### src/hw/rtl/ckc_pkg.sv
// Shared constants, types and codes of the canonical k-mer counter.
`default_nettype none
package ckc_pkg;

    localparam int MAX_ORDER  = 8;
    localparam int COUNT_BITS = 32;
    localparam int TOTAL_BITS = 48;
    localparam int KLEN_BITS  = 4;
    localparam int KCODE_W    = 16;
    localparam int CODE_BITS  = 2 * MAX_ORDER;
    localparam int ADDR_BITS  = CODE_BITS + 1;
    localparam int TABLE_DEPTH = 2 ** ADDR_BITS;
    localparam int RUN_BITS   = $clog2(MAX_ORDER + 1);
    localparam int QUEUE_DEPTH = 2;

    localparam logic [KLEN_BITS-1:0] KLEN_RESET = KLEN_BITS'(8);
    localparam logic [KLEN_BITS-1:0] KLEN_MIN   = KLEN_BITS'(2);
    localparam logic [KLEN_BITS-1:0] KLEN_MAX   = KLEN_BITS'(MAX_ORDER);

    localparam logic [7:0] CH_A  = 8'h41;
    localparam logic [7:0] CH_C  = 8'h43;
    localparam logic [7:0] CH_G  = 8'h47;
    localparam logic [7:0] CH_T  = 8'h54;
    localparam logic [7:0] CH_NU = 8'h4E;
    localparam logic [7:0] CH_NL = 8'h6E;

    typedef enum logic [1:0] {
        OP_PUSH  = 2'd0,
        OP_READ  = 2'd1,
        OP_CLEAR = 2'd2
    } t_op;

    typedef enum logic [1:0] {
        K_NONE  = 2'd0,
        K_COUNT = 2'd1,
        K_READ  = 2'd2,
        K_CLEAR = 2'd3
    } t_kind;

    typedef enum logic [1:0] {
        B_INIT  = 2'd0,
        B_IDLE  = 2'd1,
        B_RMW   = 2'd2,
        B_CLEAR = 2'd3
    } t_bstate;

    typedef struct packed {
        t_kind                 kind;
        logic                  set;
        logic [KCODE_W-1:0]    code;
        logic [TOTAL_BITS-1:0] total;
    } t_entry;

    typedef struct packed {
        logic                  strobe;
        logic                  kmer_valid;
        logic [KCODE_W-1:0]    kmer_code;
        logic [COUNT_BITS-1:0] count_value;
        logic [TOTAL_BITS-1:0] total_non_n;
    } t_result;

endpackage
`default_nettype wire

### src/hw/rtl/ckc_queue.sv
// Short command queue between front end and back end.
`default_nettype none
module ckc_queue import ckc_pkg::*; (
    input  wire logic i_clk,
    input  wire logic i_rst_n,
    input  wire logic i_push,
    input  t_entry    i_data,
    input  wire logic i_pop,
    output t_entry    o_head,
    output logic      o_empty,
    output logic      o_full
);

    localparam int PTR_BITS = $clog2(QUEUE_DEPTH);

    t_entry                r_mem [QUEUE_DEPTH];
    logic [PTR_BITS-1:0]   r_wr, r_rd;
    logic [PTR_BITS:0]     r_cnt;

    assign o_head  = r_mem[r_rd];
    assign o_empty = (r_cnt == '0);
    assign o_full  = (r_cnt == (PTR_BITS+1)'(QUEUE_DEPTH));

    always_ff @(posedge i_clk) begin
        if (i_push) begin
            r_mem[r_wr] <= i_data;
        end
    end

    always_ff @(posedge i_clk) begin
        if (!i_rst_n) begin
            r_wr  <= '0;
            r_rd  <= '0;
            r_cnt <= '0;
        end else begin
            if (i_push) begin
                r_wr <= r_wr + 1'b1;
            end
            if (i_pop) begin
                r_rd <= r_rd + 1'b1;
            end
            case ({i_push, i_pop})
                2'b10:   r_cnt <= r_cnt + 1'b1;
                2'b01:   r_cnt <= r_cnt - 1'b1;
                default: r_cnt <= r_cnt;
            endcase
        end
    end

endmodule
`default_nettype wire

### config.mk
export PLATFORM = sky130hd
export DESIGN_NAME = ckc_queue
export DESIGN_NICKNAME = d
export VERILOG_FILES = /design/src/hw/rtl/ckc_pkg.sv /design/src/hw/rtl/ckc_queue.sv
export SDC_FILE = /design/constraint.sdc
export NUM_CORES = 1
export LEC_CHECK = 0
export BUFFER_PORTS_ARGS = -buffer_cell sky130_fd_sc_hd__buf_4
export CAP_MARGIN = 15
export CORE_MARGIN = 8
export CORE_UTILIZATION = 40
export DETAILED_ROUTE_END_ITERATION = 12
export PLACE_DENSITY = 0.74
export SYNTH_ARGS = -nofsm -noshare
export SYNTH_HDL_FRONTEND = slang
export SYNTH_SLANG_ARGS = --single-unit
### constraint.sdc
create_clock -name i_clk -period 4.4 [get_ports i_clk]
set_clock_uncertainty 0.05 [all_clocks]
set_input_delay 0.22 -clock i_clk [delete_from_list [all_inputs] [get_ports i_clk]]
set_output_delay 0.22 -clock i_clk [all_outputs]
set_load 0.05 [all_outputs]
==> flow_summary.json <==
{
  "status": "finished, final reports clean",
  "hp-start": "i_pop",
  "ys_seq_area_frac": 0.818,
  "grt-ovfl-total": 0,
  "hold_viol_final": 0,
  "synthesis.area_mm2": 0.00504,
  "syn2layout_area_growth_pct": 51.0,
  "yosysWarnings": 0,
  "drt_pass1_iterations": 4,
  "setup_viol": 0,
  "cap_violations": 0,
  "startpoint_type": "flop",
  "path_buf_inv": 2,
  "slowest_stage": "dfxtp_2",
  "cts_buffers": 17,
  "path_cells": "buf_4 -> mux2_2 -> buf_4",
  "core_mm2": 0.0125,
  "critPathTopFamily": "flip-flops",
  "die_w_um": 128,
  "cts_tree": "done",
  "cp.required_ns": 4.13,
  "drc": 0,
  "start_util": 0.404,
  "path_depth": 3,
  "grt_pass1_vias": 3241,
  "hold_depth": 3,
  "insertion_delay_ns": 0.41,
  "grt_pass1_wl_um": 16300,
  "io-pin-count": 140,
  "final_net_count": 523,
  "clkSinkCount": 139,
  "power_density_mw_per_mm2": 485,
  "reg2reg_setup_slack_ns": 2.27,
  "wl_um": 10800,
  "min_period_ns": 2.76,
  "hpwl_um": 6520,
  "syn_nets": 302,
  "dieArea_mm2": 0.0164,
  "clk_path_buf_depth": 2,
  "antenna_found_initial": 0,
  "final_cell_mix": "buf_4, edfxtp_1, dlygate4sd3_1, mux2_2, clkbuf_16",
  "vias_per_cell": 4.57,
  "cts_repair_resize_count": 0,
  "crit_top_cell": "buf_4",
  "gr-usage-all-layers": 0.132,
  "slew_headroom": 0.310,
  "synth_seq_cells": 139,
  "layout_commonest_cell": "buf_4",
  "vias": 2914,
  "hold_class": "in -> reg",
  "place.gp.congestion": 0.667,
  "synth_cell_types": 17,
  "clk_pin_slew_ns": 0.05,
  "cp-end-kind": "output port",
  "finalPower_w": 0.00369,
  "worstPathArrival_ns": 2.49,
  "critPathMaxStageDelay_ns": 1.01,
  "avgRoutedWirePerCell_um": 16.9,
  "worst-r2r-cell-count": 2,
  "rows": 41,
  "timing.rr.end": "r_mem[0][8]",
  "h-tree-depth": 4,
  "min_period_over_period": 0.628,
  "slew_violations": 0,
  "synthCells": 230,
  "rr_startpoint": "r_wr",
  "max_freq_mhz": 362,
  "ant_nets": 0,
  "final_area_mm2": 0.00761,
  "grt_max_degree": 68,
  "whs_ns": 0.101,
  "drive_gt1_frac": 0.526,
  "die_y_um": 128,
  "grt_setup_unrepaired": "no",
  "io_buffer_count": 139,
  "drtIter0Drc": 145,
  "path_class": "reg -> out",
  "synth_area_per_cell_um2": 21.9,
  "p_leak_nw": 2.87,
  "finalSetupTns_ns": 0,
  "critPathMaxFanout": 43,
  "tightest_slew_ns": 1.03,
  "cts-root-buf": "clkbuf_16",
  "ir_drop_mv": 0.300,
  "placed_area_mm2": 0.00628
}
## worst max-delay path by stage
| stage | startpoint | endpoint |
|---|---|---|
| 3_3_place_gp | flop | o_head[31] |
| 5_1_grt | flop | o_head[24] |
| 4_1_cts | flop | o_head[46] |
| 2_1_floorplan | r_wr | r_mem[0][0] |
| 6_report | flop | o_head[31] |
| 3_5_place_dp | flop | o_head[29] |
## worst min-delay path: cells and delay by family
kind / cells / cell delay (ns)
simple gates: 1 / 0.14
xor+xnor: 1 / 0.06
buf+inv: 1 / 0.09
## metrics by stage
stage,setup slack (ns),std cells,util
final,1.64,637,0.610
after global routing,1.47,636,0.610
after CTS,1.56,636,0.610
after detailed placement,2.01,536,0.504
after global placement,2.03,536,0.504
after floorplan,0.720,230,-
## layout make-up
cell class	instances	area [um2]
Tap cell	172	215
Inverter	1	3.75
Sequential cell	139	4130
Fill cell	893	4860
Multi-Input combinational cell	83	877
Clock inverter	15	221
Clock buffer	17	425
Antenna cell	1	2.50
Timing Repair Buffer	209	1740
## what timing repair did
action / 4_1_cts / 5_1_grt
hold endpoints to repair: 135 / 0
hold buffers: 68 / 0
setup buffers: 0 / 0
## power by group
part / internal (W) / switching, W
clock: 0.00101 / 0.000528
sequential: 0.00153 / 0.0000322
combinational: 0.000236 / 0.000360
## sequential cells by signal, summed over array words and instances, names as in the netlist, named ones only
| name | count |
|---|---|
| r_mem | 134 |
| r_wr | 1 |
| r_cnt | 2 |
| r_rd | 1 |
## per-layer routing
layer	up-vias	GRT usage	routed length, um
met4	0	0.0531	78
met1	1451	0.131	3990
met5	-	0	0
met3	9	0.0587	852
li1	1356	-	-
met2	98	0.236	5840
## synth_stat cells
cell type  instances  area (um2)
a21boi_1           1        7.51
and2_1             4        25.0
and2b_2            1        8.76
buf_2              3        15.0
buf_4              4        30.0
dfxtp_1            5         100
edfxtp_1         134        4020
ha_1               1        12.5
inv_1              1        3.75
mux2_2            67         754
nor2_1             2        7.51
nor2b_1            1        6.26
o21a_1             1        7.51
o21ai_0            1        5.00
or3_1              1        6.26
xnor2_1            2        17.5
xor2_1             1        8.76
## cell families after synthesis
kind of cell | count (synthesis) | synth area share
AOI/OAI and AO/OA | 3 | 0.00397
xor gates and xnor gates | 3 | 0.00521
adders and majority gates | 1 | 0.00248
buffers and inverters | 8 | 0.00968
DFF | 139 | 0.818
muxes | 67 | 0.150
and+or+nand+nor | 9 | 0.0107
Power figures use the tool's default switching activity.
