<file path="src/hw/rtl/ckc_pkg.sv">
// Shared constants, types and codes of the canonical k-mer counter.
`default_nettype none
package ckc_pkg;

    localparam int MAX_ORDER  = 8;
    localparam int COUNT_BITS = 32;
    localparam int TOTAL_BITS = 48;
    localparam int KLEN_BITS  = 4;
    localparam int KCODE_W    = 16;
    localparam int CODE_BITS  = 2 * MAX_ORDER;
    localparam int ADDR_BITS  = CODE_BITS + 1;
    localparam int TABLE_DEPTH = 2 ** ADDR_BITS;
    localparam int RUN_BITS   = $clog2(MAX_ORDER + 1);
    localparam int QUEUE_DEPTH = 2;

    localparam logic [KLEN_BITS-1:0] KLEN_RESET = KLEN_BITS'(8);
    localparam logic [KLEN_BITS-1:0] KLEN_MIN   = KLEN_BITS'(2);
    localparam logic [KLEN_BITS-1:0] KLEN_MAX   = KLEN_BITS'(MAX_ORDER);

    localparam logic [7:0] CH_A  = 8'h41;
    localparam logic [7:0] CH_C  = 8'h43;
    localparam logic [7:0] CH_G  = 8'h47;
    localparam logic [7:0] CH_T  = 8'h54;
    localparam logic [7:0] CH_NU = 8'h4E;
    localparam logic [7:0] CH_NL = 8'h6E;

    typedef enum logic [1:0] {
        OP_PUSH  = 2'd0,
        OP_READ  = 2'd1,
        OP_CLEAR = 2'd2
    } t_op;

    typedef enum logic [1:0] {
        K_NONE  = 2'd0,
        K_COUNT = 2'd1,
        K_READ  = 2'd2,
        K_CLEAR = 2'd3
    } t_kind;

    typedef enum logic [1:0] {
        B_INIT  = 2'd0,
        B_IDLE  = 2'd1,
        B_RMW   = 2'd2,
        B_CLEAR = 2'd3
    } t_bstate;

    typedef struct packed {
        t_kind                 kind;
        logic                  set;
        logic [KCODE_W-1:0]    code;
        logic [TOTAL_BITS-1:0] total;
    } t_entry;

    typedef struct packed {
        logic                  strobe;
        logic                  kmer_valid;
        logic [KCODE_W-1:0]    kmer_code;
        logic [COUNT_BITS-1:0] count_value;
        logic [TOTAL_BITS-1:0] total_non_n;
    } t_result;

endpackage
`default_nettype wire

</file>
<file path="src/hw/rtl/ckc_front.sv">
// Front end: base window, canonical code, non-N totals and command classification.
`default_nettype none
module ckc_front import ckc_pkg::*; (
    input  wire logic                 i_clk,
    input  wire logic                 i_rst_n,
    input  wire logic                 i_accept,
    input  wire logic [1:0]           i_operation,
    input  wire logic                 i_set_select,
    input  wire logic                 i_sequence_start,
    input  wire logic [7:0]           i_base_char,
    input  wire logic [15:0]          i_read_index,
    input  wire logic                 i_cfg_we,
    input  wire logic [KLEN_BITS-1:0] i_cfg_data,
    output logic                      o_push,
    output t_entry                    o_entry
);

    logic [KLEN_BITS-1:0]  r_klen;
    logic [CODE_BITS-1:0]  r_window, n_window;
    logic [RUN_BITS-1:0]   r_run, n_run;
    logic [TOTAL_BITS-1:0] r_total [2];
    logic [TOTAL_BITS-1:0] n_total;

    logic [KLEN_BITS-1:0]  k_eff;
    logic [CODE_BITS-1:0]  win_base, rc_full, rc_k, fwd, canon;
    logic [RUN_BITS-1:0]   run_base;
    logic [1:0]            base;
    logic                  base_ok;
    logic                  non_n;
    logic [TOTAL_BITS-1:0] tot_sel;

    always_comb begin
        if (r_klen < KLEN_MIN) begin
            k_eff = KLEN_MIN;
        end else if (r_klen > KLEN_MAX) begin
            k_eff = KLEN_MAX;
        end else begin
            k_eff = r_klen;
        end

        base_ok = 1'b1;
        case (i_base_char)
            CH_A: base = 2'd0;
            CH_C: base = 2'd1;
            CH_G: base = 2'd2;
            CH_T: base = 2'd3;
            default: begin
                base    = 2'd0;
                base_ok = 1'b0;
            end
        endcase

        win_base = i_sequence_start ? '0 : r_window;
        run_base = i_sequence_start ? '0 : r_run;

        if (base_ok) begin
            n_window = {win_base[CODE_BITS-3:0], base};
            n_run    = (run_base < RUN_BITS'(MAX_ORDER)) ? run_base + 1'b1 : run_base;
        end else begin
            n_window = win_base;
            n_run    = '0;
        end

        // reverse complement over the full window, then aligned down to k bases
        for (int i = 0; i < MAX_ORDER; i++) begin
            rc_full[2*(MAX_ORDER-1-i) +: 2] = ~n_window[2*i +: 2];
        end
        rc_k  = rc_full >> (2 * (MAX_ORDER - int'(k_eff)));
        fwd   = n_window & ~({CODE_BITS{1'b1}} << (2 * int'(k_eff)));
        canon = (rc_k < fwd) ? rc_k : fwd;

        non_n   = !(i_base_char inside {CH_NU, CH_NL});
        tot_sel = r_total[i_set_select];
        n_total = (non_n && (tot_sel != {TOTAL_BITS{1'b1}})) ? tot_sel + 1'b1 : tot_sel;

        o_entry.set   = i_set_select;
        o_entry.kind  = K_NONE;
        o_entry.code  = '0;
        o_entry.total = '0;
        case (t_op'(i_operation))
            OP_PUSH: begin
                o_entry.total = n_total;
                if (base_ok && (n_run >= RUN_BITS'(k_eff))) begin
                    o_entry.kind = K_COUNT;
                    o_entry.code = KCODE_W'(canon);
                end
            end
            OP_READ: begin
                o_entry.kind  = K_READ;
                o_entry.code  = i_read_index;
                o_entry.total = tot_sel;
            end
            OP_CLEAR: begin
                o_entry.kind = K_CLEAR;
            end
            default: begin
                o_entry.kind = K_NONE;
            end
        endcase
    end

    assign o_push = i_accept;

    always_ff @(posedge i_clk) begin
        if (!i_rst_n) begin
            r_klen     <= KLEN_RESET;
            r_window   <= '0;
            r_run      <= '0;
            r_total[0] <= '0;
            r_total[1] <= '0;
        end else begin
            if (i_cfg_we) begin
                r_klen <= i_cfg_data;
            end
            if (i_accept) begin
                case (t_op'(i_operation))
                    OP_PUSH: begin
                        r_window <= n_window;
                        r_run    <= n_run;
                        r_total[i_set_select] <= n_total;
                    end
                    OP_CLEAR: begin
                        r_total[i_set_select] <= '0;
                    end
                    default: begin
                    end
                endcase
            end
        end
    end

endmodule
`default_nettype wire

</file>
<file path="config.mk">
export PLATFORM = sky130hd
export DESIGN_NAME = ckc_front
export DESIGN_NICKNAME = d
export VERILOG_FILES = /design/src/hw/rtl/ckc_pkg.sv /design/src/hw/rtl/ckc_front.sv
export SDC_FILE = /design/constraint.sdc
export NUM_CORES = 1
export LEC_CHECK = 0
export CAP_MARGIN = 15
export CORE_MARGIN = 1.5
export CORE_UTILIZATION = 70
export DETAILED_ROUTE_END_ITERATION = 16
export DONT_BUFFER_PORTS = 1
export MAX_ROUTING_LAYER = met4
export PLACE_DENSITY = 0.9
export SLEW_MARGIN = 20
export SYNTH_ARGS = -nofsm -noshare
export SYNTH_HDL_FRONTEND = slang
export SYNTH_SLANG_ARGS = --single-unit
</file>
<file path="constraint.sdc">
create_clock -name i_clk -period 17.9 [get_ports i_clk]
set_clock_uncertainty 0.1 [all_clocks]
set_input_delay 3.58 -clock i_clk [delete_from_list [all_inputs] [get_ports i_clk]]
set_output_delay 3.58 -clock i_clk [all_outputs]
set_load 0.02 [all_outputs]
</file>
==> results by group <==
Floorplan
  • Rows: 40
  • Core ar.: 11900 um2
  • Ports: 104
  • Starting density of the core: around 71%
  • Die height: between 100 and 150 um
  • Die W: around 110 um
  • Die area: ~13000 um2

Yosys
  • Syn_nets: approximately 1000
  • Area leader, netlist: edfxtp_1
  • Yosys cell types: between 70 and 80
  • Post-synthesis cell count: 959
  • EDFF count, synth: 96
  • Synth cell count leaders: nor2_1 (128), nand2_1 (109), edfxtp_1 (96)
  • Ranking of synthesized cells by area: edfxtp_1 (34%), dfxtp_1 (5.7%), nor2_1 (5.7%)
  • Yosys Warn Count: 0
  • Syn avg cell area: 8.86 um2
  • Post-synth top flop: edfxtp_1
  • Share of the synthesized area in the top cell type: approximately a third
  • Synth Register Bits: 120
  • Most common cell in the netlist: nor2_1
  • Ys async rst share: 0%
  • Mapped cell area: roughly 8500 um2
  • Sequential share of the synthesized area: 39.6%

Clock network
  • Clk_lat worst skew: about 0.43 ns
  • Clock Sinks: 120
  • Clk buf depth: 2
  • Total CTS buffers: 17
  • Worst-path clk slew: 0.06 ns
  • Root Driver: clkbuf_16
  • H-tree depth: 4
  • CTS tree: built
  • Setup Buffers After CTS: 0
  • CTS resizes: 0
  • Cts hold-fix bufs: 0

GRT
  • Initial antenna violation count: 0
  • Pin count of the biggest net entering global routing: 97
  • GRT Total Usage: 40.0%
  • Vias in the first global route: 7443
  • Grt ovf: 0
  • Wire length of the first global-routing pass: about 39000 um

Route
  • DR WL met2: 11700 um
  • Post-route ant nets: 0
  • WL per Instance: between 20 and 25 um
  • Wl on met1: 9050 um
  • 1st-pass router iterations: 6
  • Starting DRT DRC Count: 987
  • Vias: 7750
  • DRC viols: 0
  • Total wire length: 24500 um
  • Met3 WL: roughly 2500 um
  • Top routing layer in use: met4
  • Via/cell ratio: 7.14

Hold path
  • Worst hold stages: 2
  • Hold EP: r_run[1]$_SDFFE_PN0P_
  • Hold path startpoint: r_run[1]$_SDFFE_PN0P_
  • HP Class: reg -> reg

Placed design
  • PortBufs: 0
  • Placer Congestion: 1.06
  • DP HPWL: 16200 um
  • Placed Area: 8480 um2
  • Place WS: 5.91 ns
  • Dpl cells: 1054

Timing
  • Final TNS setup: 0 ns
  • Worst-margin pin slew: 0.938 ns
  • Final worst setup slack: 5.80 ns
  • Fin. Hold Viols: 0
  • RSZ-0062 raised after global routing: no
  • Clock period minus worst slack: 12.10 ns
  • Max Clk Rate: 82.6 MHz
  • Max-slew violation count: 0
  • Setup violators final: 0
  • Final period utilization: 67.6%
  • Slew margin rel.: 36.8%

Cells and area
  • Fin cells: 1086
  • Util after Layout: between 70% and 80%
  • Area grow syn2layout: 6.72%
  • Layout fillers: 819
  • Share of cells above drive strength 1: 7.56%
  • Multi-input gate area: approximately 4800 um2
  • Antenna Diode Count: 0
  • Nets: between 900 and 1000
  • Final Instance Area: 9070 um2
  • FF/Latch Area: 3360 um2

Setup path
  • Crit start category: input pin
  • CP arrival: 8.42 ns
  • RR Startpoint: r_total[0][4]$_SDFFCE_PN0P_
  • Critical path fanouts, max: 15
  • R2R depth: 9
  • Setup crit end kind: output pin
  • Critical path class: in -> out
  • Reg2Reg Setup Slack: about 14 ns
  • WP data required: 14.22 ns
  • Reg-to-reg endpoint: r_total[0][44]$_SDFFCE_PN0P_

Pwr
  • Comb pwr share: 14.7%
  • Net Sw Frac: 28.2%
  • Lkg Pwr: approximately 0.0032 uW
  • P_int: 559 uW
  • Clk pwr share: 44.0%
  • Pwr Density: 85.9 nW/um2
  • Flop pwr share: 41.2%
  • Sw Pwr: 220 uW
  • Maximum vdd drop: 56.9 uV

Outcome
  • Outcome: finished, final reports clean

Run
  • MaxCap Viol Count: 0
## worst max-delay path, stage by stage
cell	delay, ns
nand3b_1	0.21
o22ai_1	0.73
nand2_1	0.55
o2bb2ai_1	0.37
nor2_1	0.26
a22oi_1	0.12
o21ai_0	0.32
ha_1	0.31
nor2b_1	0.14
o21ai_0	0.18
and3_1	0.18
and3_1	0.15
o21ai_1	0.08
a21oi_1	0.47
nand2b_1	0.42
o21ai_0	0.35
## through the flow
step	hold slack (ns)	power (uW)
after floorplan	0.339	419
after global placement	0.348	436
after detailed placement	0.355	438
after CTS	0.363	774
after global routing	0.388	798
final	0.356	779
## registers in the layout, indices dropped and copies added (netlist names)
name      count
r_window     16
r_run         4
r_klen        4
r_total      96
## area by class of cell
class / instances / area share [%]
inverters: 22 / 0.911
clock buffers: 18 / 4.84
multi-input cells: 756 / 52.7
repair buffers: 9 / 0.745
clock inverters: 14 / 1.66
well taps: 147 / 2.03
flip-flops and latches: 120 / 37.1
## worst max path at each step
| stage | startpoint | endpoint | slack, ns |
|---|---|---|---|
| 2_1_floorplan | i_base_char[3] | o_entry[49] | 6.71 |
| 3_3_place_gp | i_base_char[1] | o_entry[48] | 6.03 |
| 3_5_place_dp | i_base_char[1] | o_entry[48] | 5.91 |
| 4_1_cts | i_base_char[1] | o_entry[48] | 5.91 |
| 5_1_grt | i_base_char[1] | o_entry[49] | 5.36 |
| 6_report | i_base_char[1] | o_entry[50] | 5.80 |
## per-layer routing
layer	GRT usage, %	up-vias
li1	-	3463
met1	47.7	3601
met2	65.1	562
met3	6.32	124
met4	22.3	0
met5	-	-
## logic make-up (layout without fill, tap and decap cells)
family,after synthesis,in the layout,synth area share [%]
AOI/OAI and AO/OA,224,224,17.5
muxes,54,54,6.66
adders and majority gates,28,28,4.12
DFF,120,120,39.6
buffers and inverters,83,63,4.42
xor gates and xnor gates,47,47,4.85
and+or+nand+nor,403,403,22.8
## power by group through the flow
stage	Sequential, uW	Combinational, uW	Clock (uW)
final	321	115	343
after global placement	325	111	0
after detailed placement	326	111	0
after floorplan	325	94.1	0
after CTS	321	112	341
after global routing	322	124	352
## layout by cell type, fill, tap and decap left out, types with 4 or more instances in the layout
| master | count |
|---|---|
| nand3b_1 | 18 |
| o22ai_1 | 42 |
| or2_2 | 6 |
| xor2_1 | 26 |
| nor2b_1 | 27 |
| o21ai_0 | 39 |
| or3_1 | 5 |
| xnor2_1 | 21 |
| nor2_1 | 128 |
| and3_1 | 4 |
| a211o_1 | 5 |
| nor3_1 | 28 |
| nor4_1 | 4 |
| clkbuf_16 | 17 |
| a21boi_0 | 11 |
| inv_1 | 19 |
| edfxtp_1 | 96 |
| nand3_1 | 32 |
| nand2b_1 | 8 |
| mux2i_1 | 43 |
| a21o_1 | 7 |
| mux2_2 | 10 |
| a221o_1 | 5 |
| o211ai_1 | 8 |
| a211oi_1 | 4 |
| clkinv_4 | 5 |
| a22oi_1 | 19 |
| nand2_1 | 109 |
| dfxtp_1 | 24 |
| buf_4 | 9 |
| nor3b_1 | 4 |
| a32o_1 | 5 |
| a21oi_1 | 39 |
| and2_1 | 5 |
| nand4_1 | 11 |
| o21a_1 | 5 |
| ha_1 | 28 |
| o221ai_1 | 7 |
No activity file was read; power rests on OpenSTA's default activity.
